## config.mk

```make
export PLATFORM = sky130hd
export DESIGN_NAME = scabf_csr
export DESIGN_NICKNAME = d
export VERILOG_FILES = /design/src/sv/scabf_pkg.sv /design/src/sv/scabf_csr.sv
export SDC_FILE = /design/constraint.sdc
export NUM_CORES = 1
export LEC_CHECK = 0
export ABC_AREA = 1
export BUFFER_PORTS_ARGS = -buffer_cell sky130_fd_sc_hd__buf_2
export CORE_ASPECT_RATIO = 1.1
export CORE_MARGIN = 1.5
export CORE_UTILIZATION = 45
export CTS_CLUSTER_SIZE = 40
export DETAILED_ROUTE_END_ITERATION = 7
export PLACE_DENSITY_LB_ADDON = 0.25
export SYNTH_ARGS = -nofsm -noshare
export SYNTH_HDL_FRONTEND = slang
export SYNTH_SLANG_ARGS = --single-unit
```

## constraint.sdc

```tcl
create_clock -name clock -period 1.1 [get_ports clock]
set_input_delay 0.055 -clock clock [delete_from_list [all_inputs] [get_ports clock]]
set_output_delay 0.055 -clock clock [all_outputs]
set_load 0.05 [all_outputs]
```

## src/sv/scabf_pkg.sv

```systemverilog
`timescale 1ns / 1ps
// ---------------------------------------------------------------------------
// scabf_pkg
// Types and constants shared by the six-channel alpha-beta filter.
// ---------------------------------------------------------------------------
package scabf_pkg;

   localparam int POS_W     = 40;
   localparam int VEL_W     = 48;
   localparam int STATE_W   = POS_W + VEL_W;
   localparam int DT_W      = 16;
   localparam int SAMPLE_W  = 16;
   localparam int CHAN_W    = 3;
   localparam int ALPHA_W   = 17;
   localparam int BETA_W    = 25;
   localparam int DIV_NUM_W = 56;
   localparam int DIV_CNT_W = $clog2(DIV_NUM_W + 1);

   localparam int CSR_ADDR_W = 4;
   localparam int CSR_DATA_W = 32;

   localparam logic [ALPHA_W-1:0] ALPHA_ONE = 17'd65536;
   localparam logic [BETA_W-1:0]  BETA_ONE  = 25'd16777216;

   localparam logic [ALPHA_W-1:0] ALPHA_ACCEL_RST = 17'd32768;
   localparam logic [BETA_W-1:0]  BETA_ACCEL_RST  = 25'd16777;
   localparam logic [ALPHA_W-1:0] ALPHA_GYRO_RST  = 17'd42598;
   localparam logic [BETA_W-1:0]  BETA_GYRO_RST   = 25'd150995;

   localparam logic [1:0] REG_ALPHA_ACCEL = 2'd0;
   localparam logic [1:0] REG_BETA_ACCEL  = 2'd1;
   localparam logic [1:0] REG_ALPHA_GYRO  = 2'd2;
   localparam logic [1:0] REG_BETA_GYRO   = 2'd3;

   typedef struct packed {
      logic [ALPHA_W-1:0] alpha_accel;
      logic [BETA_W-1:0]  beta_accel;
      logic [ALPHA_W-1:0] alpha_gyro;
      logic [BETA_W-1:0]  beta_gyro;
   } gains_type;

   typedef enum logic [3:0] {
      ST_IDLE,
      ST_READ,
      ST_PRED_LO,
      ST_PRED_HI,
      ST_PRED,
      ST_RESID,
      ST_POS_LO,
      ST_POS_HI,
      ST_POS,
      ST_BETA_LO,
      ST_BETA_HI,
      ST_DIV_START,
      ST_DIV_WAIT,
      ST_VEL,
      ST_DONE
   } state_type;

endpackage

```

## src/sv/scabf_csr.sv

```systemverilog
`timescale 1ns / 1ps
// ---------------------------------------------------------------------------
// scabf_csr
// Gain registers behind the configuration port.
// ---------------------------------------------------------------------------
module scabf_csr (
   input  logic                             clock,
   input  logic                             reset,
   input  logic                             psel,
   input  logic                             penable,
   input  logic                             pwrite,
   input  logic [scabf_pkg::CSR_ADDR_W-1:0] paddr,
   input  logic [scabf_pkg::CSR_DATA_W-1:0] pwdata,
   output logic [scabf_pkg::CSR_DATA_W-1:0] prdata,
   output logic                             pready,
   output scabf_pkg::gains_type             gains
);
   import scabf_pkg::*;

   gains_type  gains_ff;
   logic [1:0] reg_idx;
   logic       wr_en;

   assign reg_idx = paddr[3:2];
   assign wr_en   = psel && penable && pwrite;
   assign pready  = 1'b1;
   assign gains   = gains_ff;

   always_ff @(posedge clock) begin
      if (reset) begin
         gains_ff.alpha_accel <= ALPHA_ACCEL_RST;
         gains_ff.beta_accel  <= BETA_ACCEL_RST;
         gains_ff.alpha_gyro  <= ALPHA_GYRO_RST;
         gains_ff.beta_gyro   <= BETA_GYRO_RST;
      end else if (wr_en) begin
         case (reg_idx)
            REG_ALPHA_ACCEL: gains_ff.alpha_accel <= pwdata[ALPHA_W-1:0];
            REG_BETA_ACCEL:  gains_ff.beta_accel  <= pwdata[BETA_W-1:0];
            REG_ALPHA_GYRO:  gains_ff.alpha_gyro  <= pwdata[ALPHA_W-1:0];
            REG_BETA_GYRO:   gains_ff.beta_gyro   <= pwdata[BETA_W-1:0];
            default: ;
         endcase
      end
   end

   always_comb begin
      case (reg_idx)
         REG_ALPHA_ACCEL: prdata = CSR_DATA_W'(gains_ff.alpha_accel);
         REG_BETA_ACCEL:  prdata = CSR_DATA_W'(gains_ff.beta_accel);
         REG_ALPHA_GYRO:  prdata = CSR_DATA_W'(gains_ff.alpha_gyro);
         REG_BETA_GYRO:   prdata = CSR_DATA_W'(gains_ff.beta_gyro);
         default:         prdata = '0;
      endcase
   end

endmodule

```

==> reports/metrics.cfg <==
[synth]
syn_area_um2=3840
netlist.area_leader.share_pct=43.8
synth_area_leader_cell=dfxtp_1
synthTopCellsByArea=dfxtp_1, nand2_1, nor2_1
yosys_warnings=0
synthDistinctLibCells=19
seq_area_frac_synth_pct=43.8
syn_avg_cell_area_um2=6.62
ys_ff_latch=84
synthCells=580

[detailed_routing]
drt-total-wl_um=12700
first_iter_violations=278
drc=0
antenna_left=0
vias_per_cell=5.13
vias=4466
first_pass_iters=5
wire_per_inst_um=14.6

[critical_path]
path_delay_family=flip-flops
crit_slowest_cell=dfxtp_2
crit_type=flip-flop to primary output
r2r-end=gains[46]
cp-start-kind=flip-flop
path_cells=a22o_4, buf_8
worstPathRequired_ns=1.04
worst-path-max-fanout=3
r2r-start=gains[46]
slowest_delay_ns=0.36
worst_r2r_path_depth=3
rrSetupSlack_ns=0.40
path_buf_inv=1
end_kind=primary output
worstPathArrival_ns=1.10

[sta]
fin_crit_sh_pct=105
hold_viol=0
fmax_mhz=862
rsz0062_at_grt=yes
timing.hold.ws_ns=0.0356
setup_ws_ns=-0.0595
setup_viol=12
fin_setup_tns_ns=-0.357
skew_ns=0
period_minus_slack_ns=1.16
final_max_slew_viol_count=0

[pwr]
combPwrFrac_pct=21.6
clkPwrFrac_pct=32.6
ir_worst_vdd_mv=0.748
p_sw_mw=2.25
p_leak_nw=2.83
pwr-share-seq_pct=45.8
netSwitchingFraction_pct=32.4
power.density_nw_per_um2=1200
p_int_mw=4.69

[grt]
grt_usage_pct=26.3
gr-total-overflow=0
grt_antenna_before_repair=0
grt_pass1_vias=4070
grt_max_degree=43
grt_pass1_wl_um=19500

[die]
die_area_um2=9100
initial_core_util_pct=46.2
die_h_um=99.9
rows=35
die_x_um=91.1
ioPinCount=158
core_area_um2=8320

[placed_design]
routabilityCongestion=0.820
io_buffers=140
pre_cts_slack_ns=-0.0754
placed_cell_area_um2=4980
dpl.hpwl_um=8130

[clock_tree]
cts.sink_count=84
cts_inserted_buffers=9
clock-root-buffer=clkbuf_8
clk_path_buf_depth=2
cts_tree=done
clkSlewWorstSetupHoldPaths_ns=0.09
h-tree-depth=3
insertion_delay_ns=0.34

[cells_and_area]
ff_latch_area_um2=1780
nets=796
fin_area_um2=5770
largest_reg_flops=84
layout_commonest_cell=nand2_1
multi_input_area_um2=1950
area_delta_synth_final_pct=50.2
drive_above_1_share_pct=40.9
nFillCells=669
final_cell_mix=nand2_1, nor2_1, buf_2, nand3_1, dfxtp_2
fin_util_pct=69.3
antenna_cells=0

[worst_hold_path]
hp-start=pwdata[21]
worstHoldEndpoint=gains[63]
hold_depth=5
hp-class=input pin to flip-flop

[status]
violations=negative setup slack
status=complete, but fails checks

[job]
max_cap_violations=0

-- cell families after synthesis --
logic type | after synthesis | share of synthesized area, %
AOI/OAI and AO/OA | 9 | 1.95
buffers and inverters | 72 | 9.12
DFF | 84 | 43.8
other | 2 | 0.196
and+or+nand+nor | 413 | 45.0
-- power by group through the flow --
| stage | logic (mW) | clock network [mW] | registers (mW) |
|---|---|---|---|
| 3_3_place_gp | 1.26 | 0 | 3.24 |
| 6_report | 1.50 | 2.26 | 3.18 |
| 5_1_grt | 1.59 | 2.43 | 3.18 |
| 3_5_place_dp | 1.28 | 0 | 3.24 |
| 2_1_floorplan | 0.674 | 0 | 3.47 |
| 4_1_cts | 1.41 | 2.28 | 3.17 |
-- final cells by class --
| cell class | instances | area share, % |
|---|---|---|
| multi-input combinational | 430 | 33.8 |
| sequential | 84 | 30.8 |
| timing repair buffer | 200 | 27.5 |
| tap | 111 | 2.41 |
| clock buffer | 9 | 2.15 |
| inverter | 30 | 1.97 |
| clock inverter | 7 | 1.28 |
-- cell usage after synthesis --
library cell and count:
inv_2 2, conb_1 2, inv_1 27, nand4_1 17, nor2_2 6, buf_2 16
buf_4 12, nor2_4 1, a22o_1 8, buf_1 4, nand2_1 183, nor2_1 121
clkinv_1 1, buf_6 2, dfxtp_1 84, nand3_1 84, clkbuf_1 8, o21ai_0 1
nand3_2 1
-- worst reg2reg max path: cells and delay by family (launching register included) --
| kind | cells | cell delay (ns) |
|---|---|---|
| DFF | 1 | 0.34 |
| and+or+nand+nor | 2 | 0.14 |
| buffers and inverters | 1 | 0.13 |
-- worst max path at each step --
| stage | start | to | slack (ns) | depth (start not counted) |
|---|---|---|---|---|
| after global placement | paddr[3] | prdata[5] | -0.05 | 7 |
| after global routing | gains[17] | prdata[17] | -0.08 | 2 |
| final | gains[17] | prdata[17] | -0.06 | 2 |
| after floorplan | gains[79] | prdata[12] | -0.07 | 2 |
| after CTS | gains[17] | prdata[17] | -0.06 | 2 |
| after detailed placement | paddr[3] | prdata[23] | -0.08 | 6 |
-- metal layers --
layer	up-vias	GRT usage, %	part of all wire (%)
li1	2161	-	-
met1	2108	33.0	40
met2	177	46.6	51
met3	20	4.55	6.5
met4	0	6.97	1.5
met5	-	0	0
-- through the flow --
step                instances  total power [mW]
finish                    871              6.93
global route              871              7.20
CTS                       865              6.87
detailed placement        833              4.52
global placement          833              4.50
floorplan                 586              4.14
-- what timing repair did --
item	in CTS	in global routing
hold buffers	16	0
setup endpoints to repair	25	32
cloned	0	3
pin swaps	18	20
hold endpoints to repair	24	0
setup buffers	0	3
gates resized for setup	76	25
Note: power is estimated with default switching activity, not from simulation.
