**config.mk**
```make
export PLATFORM = sky130hd
export DESIGN_NAME = scabf_state_ram
export DESIGN_NICKNAME = d
export VERILOG_FILES = /design/src/sv/scabf_pkg.sv /design/src/sv/scabf_state_ram.sv
export SDC_FILE = /design/constraint.sdc
export NUM_CORES = 1
export LEC_CHECK = 0
export BUFFER_PORTS_ARGS = -buffer_cell sky130_fd_sc_hd__buf_2
export CAP_MARGIN = 10
export CORE_MARGIN = 8
export CORE_UTILIZATION = 60
export CTS_CLUSTER_SIZE = 20
export DETAILED_ROUTE_END_ITERATION = 10
export PLACE_DENSITY = 0.87
export SLEW_MARGIN = 25
export SYNTH_ARGS = -nofsm -noshare
export SYNTH_HDL_FRONTEND = slang
export SYNTH_SLANG_ARGS = --single-unit
```
**constraint.sdc**
```tcl
create_clock -name clock -period 19.37 [get_ports clock]
set_clock_uncertainty 0.15 [all_clocks]
set_input_delay 2.9055 -clock clock [delete_from_list [all_inputs] [get_ports clock]]
set_output_delay 2.9055 -clock clock [all_outputs]
set_load 0.02 [all_outputs]
```
**src/sv/scabf_pkg.sv**
```systemverilog
`timescale 1ns / 1ps
// ---------------------------------------------------------------------------
// scabf_pkg
// Types and constants shared by the six-channel alpha-beta filter.
// ---------------------------------------------------------------------------
package scabf_pkg;

   localparam int POS_W     = 40;
   localparam int VEL_W     = 48;
   localparam int STATE_W   = POS_W + VEL_W;
   localparam int DT_W      = 16;
   localparam int SAMPLE_W  = 16;
   localparam int CHAN_W    = 3;
   localparam int ALPHA_W   = 17;
   localparam int BETA_W    = 25;
   localparam int DIV_NUM_W = 56;
   localparam int DIV_CNT_W = $clog2(DIV_NUM_W + 1);

   localparam int CSR_ADDR_W = 4;
   localparam int CSR_DATA_W = 32;

   localparam logic [ALPHA_W-1:0] ALPHA_ONE = 17'd65536;
   localparam logic [BETA_W-1:0]  BETA_ONE  = 25'd16777216;

   localparam logic [ALPHA_W-1:0] ALPHA_ACCEL_RST = 17'd32768;
   localparam logic [BETA_W-1:0]  BETA_ACCEL_RST  = 25'd16777;
   localparam logic [ALPHA_W-1:0] ALPHA_GYRO_RST  = 17'd42598;
   localparam logic [BETA_W-1:0]  BETA_GYRO_RST   = 25'd150995;

   localparam logic [1:0] REG_ALPHA_ACCEL = 2'd0;
   localparam logic [1:0] REG_BETA_ACCEL  = 2'd1;
   localparam logic [1:0] REG_ALPHA_GYRO  = 2'd2;
   localparam logic [1:0] REG_BETA_GYRO   = 2'd3;

   typedef struct packed {
      logic [ALPHA_W-1:0] alpha_accel;
      logic [BETA_W-1:0]  beta_accel;
      logic [ALPHA_W-1:0] alpha_gyro;
      logic [BETA_W-1:0]  beta_gyro;
   } gains_type;

   typedef enum logic [3:0] {
      ST_IDLE,
      ST_READ,
      ST_PRED_LO,
      ST_PRED_HI,
      ST_PRED,
      ST_RESID,
      ST_POS_LO,
      ST_POS_HI,
      ST_POS,
      ST_BETA_LO,
      ST_BETA_HI,
      ST_DIV_START,
      ST_DIV_WAIT,
      ST_VEL,
      ST_DONE
   } state_type;

endpackage

```
**src/sv/scabf_state_ram.sv**
```systemverilog
`timescale 1ns / 1ps
// ---------------------------------------------------------------------------
// scabf_state_ram
// Per-channel position/velocity store, registered read, with valid bits
// so that unwritten entries read as zero after reset.
// ---------------------------------------------------------------------------
module scabf_state_ram #(
   parameter int DEPTH = 6,
   parameter int AW    = 3
) (
   input  logic                          clock,
   input  logic                          reset,
   input  logic                          rd_en,
   input  logic [AW-1:0]                 rd_addr,
   output logic [scabf_pkg::STATE_W-1:0] rd_data,
   input  logic                          wr_en,
   input  logic [AW-1:0]                 wr_addr,
   input  logic [scabf_pkg::STATE_W-1:0] wr_data
);
   import scabf_pkg::*;

   logic [STATE_W-1:0] mem [DEPTH];
   logic [DEPTH-1:0]   valid_ff;
   logic [STATE_W-1:0] rd_data_ff;
   logic               rd_valid_ff;

   always_ff @(posedge clock) begin
      if (wr_en) begin
         mem[wr_addr] <= wr_data;
      end
      if (rd_en) begin
         rd_data_ff <= mem[rd_addr];
      end
   end

   always_ff @(posedge clock) begin
      if (reset) begin
         valid_ff    <= '0;
         rd_valid_ff <= 1'b0;
      end else begin
         if (wr_en) begin
            valid_ff[wr_addr] <= 1'b1;
         end
         if (rd_en) begin
            rd_valid_ff <= valid_ff[rd_addr];
         end
      end
   end

   assign rd_data = rd_valid_ff ? rd_data_ff : '0;

endmodule

```
==> flow_summary_export.csv, run 1 <==
group,metric,value,unit
run_status,status,"complete, no violations",
timing,fin_crit,5.15,ns
clock_network,tritoncts,"done",
routing,firstDrtPassIters,5,
timing,slew_violations,0,
floorplanning,fp.dieW,213,microns
worst_setup_path,start_kind,"flip-flop",
layout,area.sequential,18600,sq um
timing,relSlewSlack,33.7,%
clock_network,cts_setup_buffers,0,
pwr,switchingPower,0.567,mW
timing,period_share,26.6,%
clock_network,root_buffer,"clkbuf_16",
worst_setup_path,worstPathMaxFanout,89,
timing,worst_pin_slew,0.994,ns
layout,area_delta_synth_final,13.9,%
flow_run,drv_cap,0,
worst_setup_path,worstPathRequired,16.31,ns
synthesis,synthTopCellsByArea,"edfxtp_1 (79%), mux4_2 (8.5%), mux2i_1 (3.9%)",
clock_network,cts_max_level,2,
synthesis,synth.most_common_cell,"edfxtp_1",
floorplanning,die_area,45500,sq um
placed_design,dp_cells,1807,
worst_setup_path,end_kind,"output port",
routing,routed_wl,45.6,mm
timing,final-hold-violation-count,0,
synthesis,synth_enable_flop_cells,616,
worst_setup_path,arrival,2.09,ns
routing,avgViaCountPerCell,5.83,
routing,wl_per_cell,23.8,microns
pwr,power_density,104,nW/um^2
pwr,switching_share,20.4,%
timing,fmax,0.194,GHz
placed_design,io_buffers,185,
timing,rsz0062_at_grt,"no",
pwr,pwr-share-clk,38.9,%
grt,grt-ovfl-total,0,
worst_setup_path,path_class,"flip-flop to output port",
floorplanning,core,38600,sq um
hold_path,hp-class,"flip-flop to flip-flop",
layout,finalNonFillerCells,1920,
synthesis,synth_cells,1149,
placed_design,finalWeightedCongestion,0.724,
timing,setup_tns,0,ns
routing,dr.first_iter.drc_count,873,
pwr,p_leak,9.25,nW
grt,grtUsageTotal,20.2,%
pwr,seqPwrFrac,56.0,%
grt,grt_pass1_wl,68.5,mm
clock_network,clock_path_buffers,3,
clock_network,clkSinkCount,623,
synthesis,syn_area,23400,sq um
synthesis,async_flop_share,0,%
layout,nets,1447,
floorplanning,start_util,60.6,%
grt,antenna_found_initial,9,
synthesis,yosys-top-cells-count,"edfxtp_1 (616), nor2_1 (98), mux2i_1 (90)",
floorplanning,die_y,213,microns
layout,multi_input_area,4420,sq um
synthesis,synth_fp_nets,1247,
placed_design,dpl.hpwl,23.2,mm
synthesis,yosys.area.top_type,"edfxtp_1",
routing,num_vias,11200,
grt,grt_max_degree,96,
pwr,combPwrFrac,5.1,%
pwr,ir_worst_vdd,0.0000828,V
pwr,p_int,2.21,mW
clock_network,ctsResizeCount,0,
routing,ant_nets,0,
synthesis,synth-seq-cells,623,
clock_network,insertion_delay,0.60,ns
floorplanning,io_pins,186,
clock_network,cts_hold_buf,0,
clock_network,cts_buffers,58,
floorplanning,std_cell_rows,72,
grt,grt_pass1_vias,11800,
synthesis,synth_top_cell_area_share,79.2,%
synthesis,ys_seq_area_share,79.8,%
synthesis,avgSynthCellArea,20.3,sq um
synthesis,ys.flop_type,"edfxtp_1",
layout,drive_gt1_share,27.1,%
routing,drc,0,
synthesis,yosys_warnings,0,
layout,n_fill_cell,2448,
timing,finalSetupViolCount,0,
synthesis,ys_types,28,
clock_network,clkSlewWorstSetupHoldPaths,0.06,ns
through the flow:
| step | worst slack (ns) | hold slack (ns) | cell area (sq um) | power, mW | utilization, % |
|---|---|---|---|---|---|
| global placement | 13.78 | 0.296 | 24800 | 1.72 | 64.2 |
| floorplan | 6.27 | 0.281 | 23400 | 1.67 | - |
| global route | 14.08 | 0.346 | 26600 | 2.86 | 69.0 |
| detailed placement | 13.71 | 0.314 | 24800 | 1.73 | 64.2 |
| finish | 14.22 | 0.323 | 26600 | 2.78 | 69.0 |
| CTS | 14.16 | 0.325 | 26600 | 2.80 | 69.0 |
layout by cell type (no fill, tap or decap):
cell / instances
mux4_2: 88
nand3b_1: 1
diode_2: 5
nor2b_1: 1
nand2b_1: 1
a311oi_2: 1
nor3_2: 1
buf_2: 181
buf_12: 1
nand2_1: 1
and2_1: 88
buf_6: 1
clkbuf_8: 7
clkinv_2: 10
clkinvlp_4: 1
mux2_2: 1
dfxtp_4: 1
o21ba_2: 1
a21oi_1: 88
and3_4: 1
dfxtp_1: 6
nor2_1: 98
clkbuf_1: 18
edfxtp_1: 616
clkbuf_16: 61
nor4bb_4: 2
o32a_1: 1
clkinv_1: 9
buf_8: 1
and4b_4: 1
inv_6: 1
buf_4: 15
nor4b_2: 1
bufinv_16: 1
mux2i_1: 90
a31oi_1: 1
critical path: stages (launching register included):
cell and delay, ns:
dfxtp_4 0.99, and2_1 0.30, buf_2 0.19
per-layer routing:
layer | global-route usage [%] | vias up | part of all wire [%]
li1 | - | 4970 | -
met3 | 3.90 | 93 | 6.6
met4 | 6.50 | 10 | 2.5
met5 | 0 | - | 0.13
met2 | 35.2 | 383 | 52
met1 | 25.5 | 5739 | 39
power by group through the flow:
stage / registers [mW] / clock network (mW) / logic, mW
after floorplan: 1.58 / 0 / 0.0912
after global placement: 1.58 / 0 / 0.138
after detailed placement: 1.58 / 0 / 0.143
after CTS: 1.56 / 1.10 / 0.144
after global routing: 1.56 / 1.15 / 0.154
final: 1.56 / 1.08 / 0.142
layout make-up:
cell class,instances,area share [%]
tap,518,2.44
timing repair buffer,199,4.00
multi-input combinational,467,16.6
sequential,623,70.1
antenna,5,0.0470
clock inverter,22,0.489
clock buffer,86,6.35
state kept, by name, indices dropped and copies added, names as in the netlist:
signal	flops
mem	528
rd_data_ff	88
rd_valid_ff	1
valid_ff	6
final timing paths:
kind / startpoint / end / slack [ns] / cells past startpoint
setup / recovery: rd_valid_ff$_SDFFE_PP0P_ / rd_data[87] / 14.22 / 2
hold / removal: valid_ff[0]$_SDFFE_PP0P_ / valid_ff[0]$_SDFFE_PP0P_ / 0.32 / 2
setup reg to reg: rd_valid_ff$_SDFFE_PP0P_ / rd_valid_ff$_SDFFE_PP0P_ / 17.66 / 2
hold reg to reg: valid_ff[0]$_SDFFE_PP0P_ / valid_ff[0]$_SDFFE_PP0P_ / 0.32 / 2
kinds of logic (layout without fill, tap and decap cells):
kind of cell | count (synthesis) | count (layout) | synth area share, %
buffers and inverters | 59 | 307 | 1.49
DFF | 623 | 623 | 79.8
other | 0 | 5 | 0
AOI/OAI and AO/OA | 92 | 92 | 2.06
muxes | 179 | 179 | 12.4
and+or+nand+nor | 196 | 196 | 4.25
No activity file was read; power rests on OpenSTA's default activity.
==> run 2: changes to the inputs <==
- CORE_UTILIZATION: 60 -> 59
- PLACE_DENSITY: 0.87 -> 0.86
- clock period: 19.37 -> 5.4 ns (I/O delays scaled with it)
==> flow_summary_export.csv, run 2 (synthesis gave the netlist of run 1 again) <==
group,metric,value,unit
pwr,ir_worst_vdd,0.000289,V
worst_setup_path,worstPathMaxFanout,89,
clock_network,cts_setup_buffers,0,
routing,wl_per_cell,23.6,microns
routing,avgViaCountPerCell,5.76,
timing,rsz0062_at_grt,"no",
layout,largest_reg_flops,528,
clock_network,cts_max_level,2,
timing,worst_slack,2.38,ns
timing,relSlewSlack,30.2,%
timing,fmax,0.331,GHz
placed_design,dpl.hpwl,23.6,mm
routing,dr.first_iter.drc_count,997,
floorplanning,start_util,59.3,%
layout,area_delta_synth_final,14.9,%
worst_setup_path,worstPathRequired,4.44,ns
floorplanning,core,39400,sq um
timing,period_share,56.0,%
grt,antenna_found_initial,14,
grt,grt_pass1_vias,11800,
clock_network,clock_path_buffers,3,
grt,grt_max_degree,104,
routing,drc,0,
timing,worst_pin_slew,1.05,ns
clock_network,clkSinkCount,623,
layout,drive_gt1_share,27.6,%
pwr,p_leak,9.32,nW
layout,regMostFlops,"mem",
layout,layout_common_cells,"edfxtp_1 (616), buf_2 (181), nor2_1 (98)",
run_status,status,"complete, no violations",
clock_network,insertion_delay,0.59,ns
layout,mostFrequentLayoutCell,"edfxtp_1",
timing,finalSetupViolCount,0,
floorplanning,io_pins,186,
worst_setup_path,crit_chain,"and2_1 -> buf_2",
worst_setup_path,arrival,2.06,ns
clock_network,cts_hold_buf,0,
clock_network,tritoncts,"done",
routing,routed_wl,45.6,mm
hold_path,hp-class,"input port to flip-flop",
worst_setup_path,path_class,"flip-flop to output port",
floorplanning,die_y,215,microns
placed_design,finalWeightedCongestion,0.717,
routing,ant_nets,0,
grt,grtUsageTotal,19.4,%
grt,grt_pass1_wl,69.4,mm
clock_network,root_buffer,"clkbuf_16",
timing,setup_tns,0,ns
placed_design,dp_slack,2.21,ns
layout,largestRegisters,"mem x528, rd_data_ff x88, valid_ff x6",
routing,num_vias,11100,
worst_setup_path,slowest_delay,0.98,ns
grt,grt-ovfl-total,0,
pwr,power_density,379,nW/um^2
clock_network,ctsResizeCount,0,
clock_network,cts_buffers,58,
worst_setup_path,end_kind,"output port",
placed_design,io_buffers,185,
worst_setup_path,cpMaxStageDelayCell,"dfxtp_4",
floorplanning,std_cell_rows,73,
timing,final-hold-violation-count,0,
flow_run,drv_cap,0,
floorplanning,die_area,46200,sq um
routing,firstDrtPassIters,5,
clock_network,clkSlewWorstSetupHoldPaths,0.07,ns
worst_setup_path,start_kind,"flip-flop",
timing,fin_crit,3.02,ns
timing,slew_violations,0,
layout,nets,1449,
floorplanning,fp.dieW,215,microns
run 2: cell count changes in the layout (fill, tap and decap cells not counted), moves of 3 or more:
| cell | previous run | this run |
|---|---|---|
| buf_4 | 15 | 11 |
| buf_12 | 1 | 7 |
| diode_2 | 5 | 9 |
| clkbuf_8 | 7 | 0 |
| clkinvlp_4 | 1 | 4 |
| clkbuf_1 | 18 | 9 |
| bufinv_16 | 1 | 8 |
| clkinv_2 | 10 | 13 |
run 2: power by group:
part | switching (mW) | total [mW] | internal (mW)
Combinational | 0.311 | 0.515 | 0.205
Sequential | 0.0561 | 5.57 | 5.52
Clock | 1.69 | 4.07 | 2.38
run 2: area by class of cell:
cell class	instances	area [sq um]
multi-input cells	467	4430
clock buffers	68	1510
flip-flops and latches	623	18600
diodes	9	22.5
fillers	2465	12500
clock inverters	39	403
repair buffers	201	1150
well taps	525	657
run 2: worst max-delay path, delay by kind of cell, from the launching register on:
family	cells	cell delay, ns
buffers and inverters	1	0.19
flip-flops	1	0.98
AND/OR/NAND/NOR	1	0.30
run 2: path summary, 6_finish.rpt:
kind / slack (ns) / start / cells past startpoint / end
max: 2.38 / rd_valid_ff$_SDFFE_PP0P_ / 2 / rd_data[27]
min: 0.31 / wr_data[26] / 1 / mem[1][26]$_DFFE_PP_
max reg2reg: 3.79 / rd_valid_ff$_SDFFE_PP0P_ / 2 / rd_valid_ff$_SDFFE_PP0P_
min reg2reg: 0.32 / valid_ff[4]$_SDFFE_PP0P_ / 2 / valid_ff[4]$_SDFFE_PP0P_
run 2: metrics by stage:
step	area, sq um	std cells	utilization [%]	hold WS [ns]	power, mW
finish	26800	1932	68.1	0.313	10.2
detailed placement	24900	1816	63.2	0.312	6.20
global placement	24900	1816	63.2	0.297	6.17
global route	26800	1928	68.1	0.295	10.5
floorplan	23400	1149	-	0.281	5.98
CTS	26800	1923	68.1	0.282	10.2
run 2: layer usage:
| layer | GRT usage [%] | vias to the layer above | share of wire [%] |
|---|---|---|---|
| li1 | - | 4979 | - |
| met1 | 24.4 | 5726 | 40 |
| met2 | 33.6 | 321 | 51 |
| met3 | 4.45 | 86 | 5.9 |
| met4 | 5.96 | 10 | 2.2 |
| met5 | 0 | - | 0.14 |
