**src/sv/scabf_pkg.sv**
```systemverilog
`timescale 1ns / 1ps
// ---------------------------------------------------------------------------
// scabf_pkg
// Types and constants shared by the six-channel alpha-beta filter.
// ---------------------------------------------------------------------------
package scabf_pkg;

   localparam int POS_W     = 40;
   localparam int VEL_W     = 48;
   localparam int STATE_W   = POS_W + VEL_W;
   localparam int DT_W      = 16;
   localparam int SAMPLE_W  = 16;
   localparam int CHAN_W    = 3;
   localparam int ALPHA_W   = 17;
   localparam int BETA_W    = 25;
   localparam int DIV_NUM_W = 56;
   localparam int DIV_CNT_W = $clog2(DIV_NUM_W + 1);

   localparam int CSR_ADDR_W = 4;
   localparam int CSR_DATA_W = 32;

   localparam logic [ALPHA_W-1:0] ALPHA_ONE = 17'd65536;
   localparam logic [BETA_W-1:0]  BETA_ONE  = 25'd16777216;

   localparam logic [ALPHA_W-1:0] ALPHA_ACCEL_RST = 17'd32768;
   localparam logic [BETA_W-1:0]  BETA_ACCEL_RST  = 25'd16777;
   localparam logic [ALPHA_W-1:0] ALPHA_GYRO_RST  = 17'd42598;
   localparam logic [BETA_W-1:0]  BETA_GYRO_RST   = 25'd150995;

   localparam logic [1:0] REG_ALPHA_ACCEL = 2'd0;
   localparam logic [1:0] REG_BETA_ACCEL  = 2'd1;
   localparam logic [1:0] REG_ALPHA_GYRO  = 2'd2;
   localparam logic [1:0] REG_BETA_GYRO   = 2'd3;

   typedef struct packed {
      logic [ALPHA_W-1:0] alpha_accel;
      logic [BETA_W-1:0]  beta_accel;
      logic [ALPHA_W-1:0] alpha_gyro;
      logic [BETA_W-1:0]  beta_gyro;
   } gains_type;

   typedef enum logic [3:0] {
      ST_IDLE,
      ST_READ,
      ST_PRED_LO,
      ST_PRED_HI,
      ST_PRED,
      ST_RESID,
      ST_POS_LO,
      ST_POS_HI,
      ST_POS,
      ST_BETA_LO,
      ST_BETA_HI,
      ST_DIV_START,
      ST_DIV_WAIT,
      ST_VEL,
      ST_DONE
   } state_type;

endpackage

```
**src/sv/scabf_divider.sv**
```systemverilog
`timescale 1ns / 1ps
// ---------------------------------------------------------------------------
// scabf_divider
// Restoring radix-2 unsigned divider, one quotient bit per cycle.
// ---------------------------------------------------------------------------
module scabf_divider (
   input  logic                            clock,
   input  logic                            reset,
   input  logic                            start,
   input  logic [scabf_pkg::DIV_NUM_W-1:0] dividend,
   input  logic [scabf_pkg::DT_W-1:0]      divisor,
   output logic                            done,
   output logic [scabf_pkg::DIV_NUM_W-1:0] quotient
);
   import scabf_pkg::*;

   logic                 busy_ff;
   logic                 done_ff;
   logic [DIV_CNT_W-1:0] cnt_ff;
   logic [DIV_NUM_W-1:0] quo_ff;
   logic [DT_W-1:0]      rem_ff;
   logic [DT_W-1:0]      dsr_ff;
   logic [DT_W:0]        trial;
   logic [DT_W:0]        diff;
   logic                 ge;

   assign trial = {rem_ff, quo_ff[DIV_NUM_W-1]};
   assign diff  = trial - {1'b0, dsr_ff};
   assign ge    = (trial >= {1'b0, dsr_ff});

   always_ff @(posedge clock) begin
      if (reset) begin
         busy_ff <= 1'b0;
         done_ff <= 1'b0;
         cnt_ff  <= '0;
      end else begin
         done_ff <= 1'b0;
         if (start) begin
            busy_ff <= 1'b1;
            cnt_ff  <= DIV_CNT_W'(DIV_NUM_W);
         end else if (busy_ff) begin
            cnt_ff <= cnt_ff - 1'b1;
            if (cnt_ff == DIV_CNT_W'(1)) begin
               busy_ff <= 1'b0;
               done_ff <= 1'b1;
            end
         end
      end
   end

   always_ff @(posedge clock) begin
      if (start) begin
         quo_ff <= dividend;
         rem_ff <= '0;
         dsr_ff <= divisor;
      end else if (busy_ff) begin
         quo_ff <= {quo_ff[DIV_NUM_W-2:0], ge};
         rem_ff <= ge ? diff[DT_W-1:0] : trial[DT_W-1:0];
      end
   end

   assign done     = done_ff;
   assign quotient = quo_ff;

endmodule

```
**config.mk**
```make
export PLATFORM = sky130hd
export DESIGN_NAME = scabf_divider
export DESIGN_NICKNAME = d
export VERILOG_FILES = /design/src/sv/scabf_pkg.sv /design/src/sv/scabf_divider.sv
export SDC_FILE = /design/constraint.sdc
export NUM_CORES = 1
export LEC_CHECK = 0
export BUFFER_PORTS_ARGS = -buffer_cell sky130_fd_sc_hd__clkbuf_2
export CAP_MARGIN = 20
export CORE_ASPECT_RATIO = 0.9
export CORE_MARGIN = 5
export CORE_UTILIZATION = 54
export CTS_BUF_LIST = sky130_fd_sc_hd__clkbuf_8
export CTS_CLUSTER_SIZE = 14
export DETAILED_ROUTE_END_ITERATION = 8
export GPL_TIMING_DRIVEN = 0
export HOLD_SLACK_MARGIN = 0.08
export PLACE_DENSITY = 0.82
export SLEW_MARGIN = 10
export SYNTH_ARGS = -nofsm -noshare
export SYNTH_HDL_FRONTEND = slang
export SYNTH_SLANG_ARGS = --single-unit
```
**constraint.sdc**
```tcl
create_clock -name clock -period 2.6 [get_ports clock]
set_input_delay 0.13 -clock clock [delete_from_list [all_inputs] [get_ports clock]]
set_output_delay 0.13 -clock clock [all_outputs]
set_load 0.005 [all_outputs]
```
==> flow_summary.json, run 1 <==
{
  "viasPerCell": 5.46,
  "synth_edf_count": 72,
  "slew_viol_final": 0,
  "syn_nets": 474,
  "power.switching_uw": 1120,
  "grt_antenna_before_repair": 0,
  "grt_use_total": 0.246,
  "yosys_warnings": 0,
  "setup_viol": 0,
  "hold_path_class": "in -> reg",
  "design_area_um2": 6580,
  "end_kind": "flip-flop",
  "synth_seq_cells": 96,
  "finalCriticalPeriod_ps": 2520,
  "maxCapViolCount": 0,
  "swShare": 0.278,
  "num_rows": 32,
  "finalPower_uw": 4040,
  "grt_pass1_wl_um": 20400,
  "grt_setup_unrepaired": "yes",
  "postSynthCellCount": 380,
  "skew_ps": 19.9,
  "comb_power_share": 0.223,
  "dieArea_um2": 10800,
  "crit_path_start_kind": "flip-flop",
  "place_hpwl_um": 7990,
  "n_fill_cell": 541,
  "core_um2": 8570,
  "ir_worst_vdd_mv": 0.423,
  "final_cell_mix": "130 x clkbuf_2, 72 x edfxtp_1, 68 x dlygate4sd3_1",
  "powerDensity_nw_per_um2": 614,
  "cts_tree": "built",
  "hold_viol": 0,
  "route.detailed.drc": 0,
  "initial_core_util": 0.553,
  "drt_iter0_drc": 218,
  "yosysSeqAreaShare": 0.557,
  "netlist_area_um2": 4740,
  "placed_area_um2": 5560,
  "crit_fanout": 6,
  "cts_max_path_buffers": 2,
  "clkSinkCount": 96,
  "power_frac_seq": 0.475,
  "p_leak_uw": 0.00282,
  "ys_types": 47,
  "ctsRootBufferMaster": "clkbuf_8",
  "clock_latency_ps": 380,
  "async_reset_ff_frac": 0,
  "wl_um": 13200,
  "place_congestion": 0.865,
  "fin_util": 0.768,
  "synth_top_cell_by_area": "edfxtp_1",
  "die_h_um": 98.9,
  "num_vias": 3912,
  "tightest_slew_ps": 636,
  "drive_gt1_frac": 0.379,
  "clkTransAtPathRegs_ps": 90,
  "avgSynthCellArea_um2": 12.5,
  "synth.top_cell.area_share": 0.456,
  "area.growth.synth_to_final_pct": 38.8,
  "fmax_ghz": 0.396,
  "diodes": 0,
  "worst-endpoint-arrival_ps": 2810,
  "status": "finished clean",
  "overflow": 0,
  "fin_nets": 686,
  "grt_max_degree": 31,
  "wire_per_inst_um": 18.4,
  "relSlewSlack": 0.576,
  "num_io_pins": 132,
  "h-tree-depth": 3,
  "clockPowerShare": 0.302,
  "antenna_left": 0,
  "synth_area_leaders": "edfxtp_1 46%, mux2_2 13%, dfxtp_1 10%, ha_1 4.7%, nor2_1 2.5%",
  "layout_commonest_cell": "clkbuf_2",
  "cts_buffers": 9,
  "fin_crit_sh": 0.971,
  "dp.cells": 630,
  "synth_ff_type": "edfxtp_1",
  "fin_cells": 716,
  "die_x_um": 109,
  "cp_data_required_time_ps": 2890,
  "grt_pass1_vias": 4152,
  "critical_path_class": "reg -> reg",
  "internal_power_uw": 2920,
  "portBuffers": 130,
  "firstDrtPassIters": 4
}
## worst max-delay path: stages, from the launching register on
cell and delay (ps):
dfxtp_1 350, ha_1 400, nand4_1 170, or3_4 420, a311oi_4 250, nor3_4 90
buf_4 150, or3b_1 390, a311oi_2 230
## logic make-up after synthesis
| logic type | Yosys count | share of synthesized area |
|---|---|---|
| DFF | 96 | 0.557 |
| and+or+nand+nor | 85 | 0.0908 |
| buffers and inverters | 41 | 0.0340 |
| AOI/OAI and AO/OA | 60 | 0.0884 |
| adders and majority gates | 19 | 0.0517 |
| muxes | 65 | 0.152 |
| xor gates and xnor gates | 14 | 0.0259 |
## power by group through the flow
stage	clock [µW]	sequential (µW)	combinational (µW)
5_1_grt	1300	1940	984
4_1_cts	1220	1910	842
6_report	1220	1920	901
2_1_floorplan	0	1930	475
3_3_place_gp	0	1930	722
3_5_place_dp	0	1940	754
## state kept, by name (all words and copies together), names as in the netlist
name,cells
quotient,56
dsr_ff,16
rem_ff,16
cnt_ff,6
busy_ff,1
done,1
## final timing paths
check,startpoint,to,slack (ps),cells past startpoint
worst max-delay path,rem_ff[7]$_SDFFE_PP0P_,rem_ff[12]$_SDFFE_PP0P_,80,8
worst min-delay path,dividend[9],quotient[9]$_DFFE_PP_,90,2
worst max register to register,rem_ff[7]$_SDFFE_PP0P_,rem_ff[12]$_SDFFE_PP0P_,80,8
worst min register to register,rem_ff[12]$_SDFFE_PP0P_,rem_ff[13]$_SDFFE_PP0P_,520,2
## synthesized netlist by cell type (3+ instances only)
cell      number
nor2_1        31
nand3_1        3
nand4_1        3
xor2_1         7
mux2i_1        9
nand2b_1       4
clkbuf_1       9
inv_1         25
xnor2_1        7
o21ai_0       13
mux2_2        56
a311oi_1       4
nand2_1       18
ha_1          18
buf_1          6
a21oi_1       10
nor3_1         7
edfxtp_1      72
nand4b_1       4
a211oi_1      10
dfxtp_1       24
a21o_1         5
## through the flow
| stage | worst slack (ps) | hold slack (ps) | TNS [ps] |
|---|---|---|---|
| floorplan | 299 | 229 | 0 |
| global placement | -251 | 308 | -13930 |
| detailed placement | -64.9 | 309 | -1990 |
| CTS | 9.73 | 80.9 | 0 |
| global route | -52.0 | 88.2 | -115 |
| finish | 76.6 | 93.9 | 0 |
## area by class of cell
cell class | instances | area, µm² | share of cell area
inverter | 25 | 93.8 | 0.0143
clock inverter | 7 | 119 | 0.0181
timing repair buffer | 201 | 1370 | 0.208
tap | 119 | 149 | 0.0226
clock buffer | 9 | 124 | 0.0188
buffer | 16 | 68.8 | 0.0105
sequential | 96 | 2640 | 0.401
multi-input combinational | 243 | 2020 | 0.307
## per-layer routing
layer  vias to the layer above  part of all wire  global-route usage
li1                       1832                 -                   -
met1                      1845              0.37               0.272
met2                       185              0.52               0.430
met3                        50             0.063              0.0609
met4                         0             0.053               0.137
met5                         -                 0                   0
## what timing repair did
item                                    4_1_cts  5_1_grt
endpoints found under the setup margin        2       47
buffers inserted                              0        2
cloned                                        0        0
resized for setup                             1       21
pin swaps                                     0        5
hold buffers                                 67        1
hold endpoints to repair                     67        1
Note: power is estimated with default switching activity, not from simulation.
==> run 2: changes to the inputs <==
--- a/config.mk
+++ b/config.mk
@@ -5,11 +5,12 @@
 export SDC_FILE = /design/constraint.sdc
 export NUM_CORES = 1
 export LEC_CHECK = 0
+export ABC_AREA = 1
 export BUFFER_PORTS_ARGS = -buffer_cell sky130_fd_sc_hd__clkbuf_2
 export CAP_MARGIN = 20
 export CORE_ASPECT_RATIO = 0.9
 export CORE_MARGIN = 5
-export CORE_UTILIZATION = 54
+export CORE_UTILIZATION = 55
 export CTS_BUF_LIST = sky130_fd_sc_hd__clkbuf_8
 export CTS_CLUSTER_SIZE = 14
 export DETAILED_ROUTE_END_ITERATION = 8
==> flow_summary.json, run 2 <==
{
  "crit_fanout": 4,
  "num_io_pins": 132,
  "cts_buffers": 9,
  "p_leak_uw": 0.00353,
  "overflow": 0,
  "largest_reg_flops": 56,
  "antenna_left": 0,
  "portBuffers": 131,
  "skew_ps": 18.5,
  "place_hpwl_um": 10000,
  "grt_use_total": 0.294,
  "clockPowerShare": 0.268,
  "clkTransAtPathRegs_ps": 100,
  "cts_tree": "built",
  "area.growth.synth_to_final_pct": 33.6,
  "core_um2": 9130,
  "hold_path_class": "in -> reg",
  "fmax_ghz": 0.458,
  "drive_gt1_frac": 0.208,
  "final_cell_mix": "289 x nand2_1, 131 x clkbuf_2, 76 x inv_1",
  "netlist_area_um2": 5130,
  "swShare": 0.303,
  "slew_viol_final": 0,
  "clkSinkCount": 96,
  "ir_worst_vdd_mv": 0.418,
  "drt_iter0_drc": 431,
  "maxCapViolCount": 0,
  "firstDrtPassIters": 5,
  "fin_cells": 972,
  "place_congestion": 0.917,
  "yosysSeqAreaShare": 0.515,
  "avgSynthCellArea_um2": 8.15,
  "tightest_slew_ps": 746,
  "grt_pass1_wl_um": 26700,
  "powerDensity_nw_per_um2": 508,
  "synthAdderAreaFrac": 0.0478,
  "cts_max_path_buffers": 2,
  "grt_setup_unrepaired": "no",
  "multi_input_area_um2": 2090,
  "synth_seq_cells": 96,
  "grt_antenna_before_repair": 1,
  "fin_crit_sh": 0.839,
  "worst-endpoint-arrival_ps": 2440,
  "synthXorXnorAreaFrac": 0.0103,
  "power.switching_uw": 1050,
  "synth.top_cell.area_share": 0.422,
  "die_h_um": 102,
  "status": "finished clean",
  "fin_nets": 938,
  "synth_area_leaders": "edfxtp_1 42%, nand2_1 21%, dfxtp_1 9.4%, inv_1 5.6%, ha_1 4.4%",
  "synth_commonest_cells": "289 x nand2_1, 76 x inv_1, 72 x edfxtp_1",
  "crit_path_start_kind": "flip-flop",
  "power_frac_seq": 0.543,
  "synth.most_common_cell": "nand2_1",
  "n_fill_cell": 569,
  "wire_per_inst_um": 18.3,
  "internal_power_uw": 2420,
  "critical_path_class": "reg -> reg",
  "grt_max_degree": 35,
  "ctsRootBufferMaster": "clkbuf_8",
  "syn_nets": 723,
  "end_kind": "flip-flop",
  "layout_commonest_cell": "nand2_1",
  "cp_data_required_time_ps": 2860,
  "initial_core_util": 0.562,
  "viasPerCell": 5.56,
  "async_reset_ff_frac": 0,
  "synth_top_cell_by_area": "edfxtp_1",
  "num_vias": 5407,
  "setup_viol": 0,
  "route.detailed.drc": 0,
  "hold_viol": 0,
  "dp.cells": 883,
  "finalCriticalPeriod_ps": 2180,
  "grt_pass1_vias": 5475,
  "h-tree-depth": 3,
  "die_x_um": 112,
  "synth-simple-area-share": 0.316,
  "synth_compound_area_frac": 0.0339,
  "ctsResizeCount": 0,
  "num_rows": 33,
  "seqCellArea_um2": 2640,
  "synth_mux_area_frac": 0,
  "ys_types": 34,
  "synth_top_family_by_area": "simple AND/OR/NAND/NOR gates",
  "dieArea_um2": 11400,
  "clock_latency_ps": 380,
  "hold_ws_ps": 160,
  "relSlewSlack": 0.502,
  "synth_ff_type": "edfxtp_1",
  "wl_um": 17800,
  "synth_edf_count": 72,
  "yosys_warnings": 0,
  "comb_power_share": 0.189,
  "postSynthCellCount": 629
}
==> run 2: power groups by stage <==
stage / clock network [µW] / registers, µW / logic (µW)
6_report: 934 / 1890 / 656
5_1_grt: 985 / 1890 / 705
4_1_cts: 902 / 1870 / 599
3_5_place_dp: 0 / 1900 / 512
3_3_place_gp: 0 / 1900 / 491
2_1_floorplan: 0 / 1890 / 262
==> run 2: worst max-delay path: stages (launching register included) <==
cell      delay (ps)
edfxtp_1         360
inv_1             70
ha_1             230
fa_1             440
nor2_1           130
nor2_1            90
o21ai_1          290
nand2_1          110
nand3_1          140
nand3_2           90
nand2_1           70
nand2_1           50
==> run 2: path summary, 6_finish.rpt <==
path | from | to | slack (ps) | cells past startpoint
max | quotient[55]$_DFFE_PP_ | rem_ff[14]$_SDFFE_PP0P_ | 420 | 11
min | dividend[0] | quotient[0]$_DFFE_PP_ | 160 | 3
max reg2reg | quotient[55]$_DFFE_PP_ | rem_ff[14]$_SDFFE_PP0P_ | 420 | 11
min reg2reg | rem_ff[12]$_SDFFE_PP0P_ | rem_ff[12]$_SDFFE_PP0P_ | 480 | 2
==> run 2: layer usage <==
metal / GRT usage / up-vias / wire (µm)
li1: - / 2418 / -
met3: 0.0771 / 103 / 2020
met4: 0.128 / 0 / 967
met5: 0 / - / 0
met2: 0.531 / 446 / 8570
met1: 0.331 / 2440 / 6230
==> run 2: area by class of cell <==
type,instances,area share
plain buffers,17,0.0135
well taps,122,0.0223
repair buffers,204,0.204
clock buffers,9,0.0181
clock inverters,7,0.00712
multi-input cells,436,0.305
flip-flops and latches,96,0.386
diodes,1,0.000365
inverters,80,0.0438
==> run 2: cell families after synthesis <==
| group | Yosys count |
|---|---|
| xor+xnor | 6 |
| buf+inv | 97 |
| compound gates | 29 |
| simple gates | 382 |
| fa+ha+maj | 19 |
| flops | 96 |
==> run 2: through the flow <==
stage               power, µW  utilization  cell area, µm²  TNS, ps  worst slack [ps]
CTS                      3370        0.749            6840        0               458
detailed placement       2410        0.653            5950        0               490
global route             3580        0.751            6850        0               337
finish                   3480        0.751            6850        0               418
floorplan                2160            -            5130        0               467
global placement         2390        0.650            5930   -18930              -311
==> run 2: timing repair <==
item | in CTS | in global routing
hold buffers | 71 | 1
hold endpoints to repair | 72 | 1
setup buffers | 0 | 0
==> run 3: changes to the inputs <==
==> constraint.sdc (replaced) <==
create_clock -name clock -period 2.1 [get_ports clock]
set_input_delay 0.105 -clock clock [delete_from_list [all_inputs] [get_ports clock]]
set_output_delay 0.105 -clock clock [all_outputs]
set_load 0.005 [all_outputs]
==> flow_summary.json, run 3 (synthesized netlist as in run 2, its figures left out) <==
{
  "fmax_ghz": 0.490,
  "hold_path_class": "in -> reg",
  "grt_pass1_vias": 5607,
  "cp_data_required_time_ps": 2400,
  "initial_core_util": 0.562,
  "layout_commonest_cell": "nand2_1",
  "overflow": 0,
  "wl_met3_um": 1790,
  "grt_use_total": 0.307,
  "largest_reg_flops": 56,
  "finalCriticalPeriod_ps": 2040,
  "powerDensity_nw_per_um2": 648,
  "critical_path_class": "reg -> reg",
  "num_vias": 5357,
  "power_frac_seq": 0.515,
  "place_congestion": 0.917,
  "ir_worst_vdd_mv": 0.626,
  "comb_power_share": 0.183,
  "hold_viol": 0,
  "die_h_um": 102,
  "dieArea_um2": 11400,
  "dp.cells": 883,
  "maxCapViolCount": 0,
  "wire_per_inst_um": 17.9,
  "clock_latency_ps": 360,
  "crit_path_start_kind": "flip-flop",
  "place_hpwl_um": 10000,
  "drt-met1-wl_um": 6190,
  "worst-endpoint-arrival_ps": 2350,
  "grt_max_degree": 36,
  "tightest_slew_ps": 642,
  "num_io_pins": 132,
  "skew_ps": 16.6,
  "route.detailed.drc": 0,
  "clkSinkCount": 96,
  "cts_max_path_buffers": 2,
  "power.switching_uw": 1260,
  "final_cell_mix": "289 x nand2_1, 131 x clkbuf_2, 75 x inv_1",
  "clockPowerShare": 0.302,
  "grt_pass1_wl_um": 27600,
  "route.met2.wl_um": 8420,
  "setup_viol": 0,
  "fin_crit_sh": 0.972,
  "h-tree-depth": 3,
  "die_x_um": 112,
  "grt_antenna_before_repair": 0,
  "slew_viol_final": 0,
  "internal_power_uw": 3260,
  "relSlewSlack": 0.571,
  "fin_nets": 943,
  "end_kind": "flip-flop",
  "wl_um": 17400,
  "hold_ws_ps": 121,
  "crit_fanout": 10,
  "clkTransAtPathRegs_ps": 100,
  "p_leak_uw": 0.00356,
  "swShare": 0.279,
  "drive_gt1_frac": 0.219,
  "diodes": 0,
  "cts_tree": "built",
  "area.growth.synth_to_final_pct": 36.0,
  "finalPower_uw": 4520,
  "viasPerCell": 5.49,
  "portBuffers": 131,
  "fin_cells": 975,
  "cts_buffers": 9,
  "highest_layer": "met4",
  "status": "finished clean",
  "num_rows": 33,
  "firstDrtPassIters": 6,
  "ctsRootBufferMaster": "clkbuf_8",
  "drt_iter0_drc": 527,
  "antenna_left": 0,
  "core_um2": 9130
}
[run 3: power by group through the flow]
stage          clock network [µW]  registers, µW  logic (µW)
2_1_floorplan                   0           2340         326
3_3_place_gp                    0           2340         609
3_5_place_dp                    0           2340         638
4_1_cts                      1370           2310         753
5_1_grt                      1430           2340         897
6_report                     1360           2330         828
[run 3: layout make-up]
class,count,area (µm²)
buffer,17,92.6
clock buffer,9,124
clock inverter,6,93.8
fill,551,2160
inverter,80,304
multi-input combinational,436,2110
sequential,96,2640
tap,122,153
timing repair buffer,208,1440
timing repair inverter,1,7.51
[run 3: per-layer routing]
layer | vias up | track usage
met3 | 104 | 0.0705
met2 | 426 | 0.537
met4 | 0 | 0.195
met5 | - | 0
li1 | 2431 | -
met1 | 2396 | 0.342
[run 3: path summary, 6_finish.rpt]
| path | depth (start not counted) | slack, ps | end | startpoint |
|---|---|---|---|---|
| worst min-delay path | 3 | 120 | quotient[0]$_DFFE_PP_ | dividend[0] |
| worst max-delay path | 10 | 60 | rem_ff[11]$_SDFFE_PP0P_ | rem_ff[13]$_SDFFE_PP0P_ |
| worst max register to register | 10 | 60 | rem_ff[11]$_SDFFE_PP0P_ | rem_ff[13]$_SDFFE_PP0P_ |
| worst min register to register | 2 | 480 | rem_ff[5]$_SDFFE_PP0P_ | rem_ff[5]$_SDFFE_PP0P_ |
[run 3: timing repair]
| item | 4_1_cts | 5_1_grt |
|---|---|---|
| setup endpoints to repair | 36 | 44 |
| resized for setup | 1 | 5 |
| gates cloned | 1 | 0 |
| setup buffers | 0 | 4 |
| hold endpoints to repair | 75 | 0 |
| hold buffers | 72 | 0 |
[run 3: through the flow]
| step | TNS, ps | worst slack (ps) | util | instance area [µm²] |
|---|---|---|---|---|
| 2_1_floorplan | 0 | 19.4 | - | 5130 |
| 3_3_place_gp | -42470 | -686 | 0.651 | 5940 |
| 3_5_place_dp | -11420 | -282 | 0.653 | 5960 |
| 4_1_cts | -1210 | -40.7 | 0.757 | 6900 |
| 5_1_grt | -106 | -38.3 | 0.764 | 6970 |
| 6_report | 0 | 59.5 | 0.764 | 6970 |
[run 3: critical path: stages (launching register included)]
cell and delay, ps:
dfxtp_1 340, ha_1 420, a21oi_2 220, o21a_1 170, nand2_2 100, nor2_8 200, nand2_8 90, buf_8 150
nand2_1 80, nand3_1 90, nand2_1 120
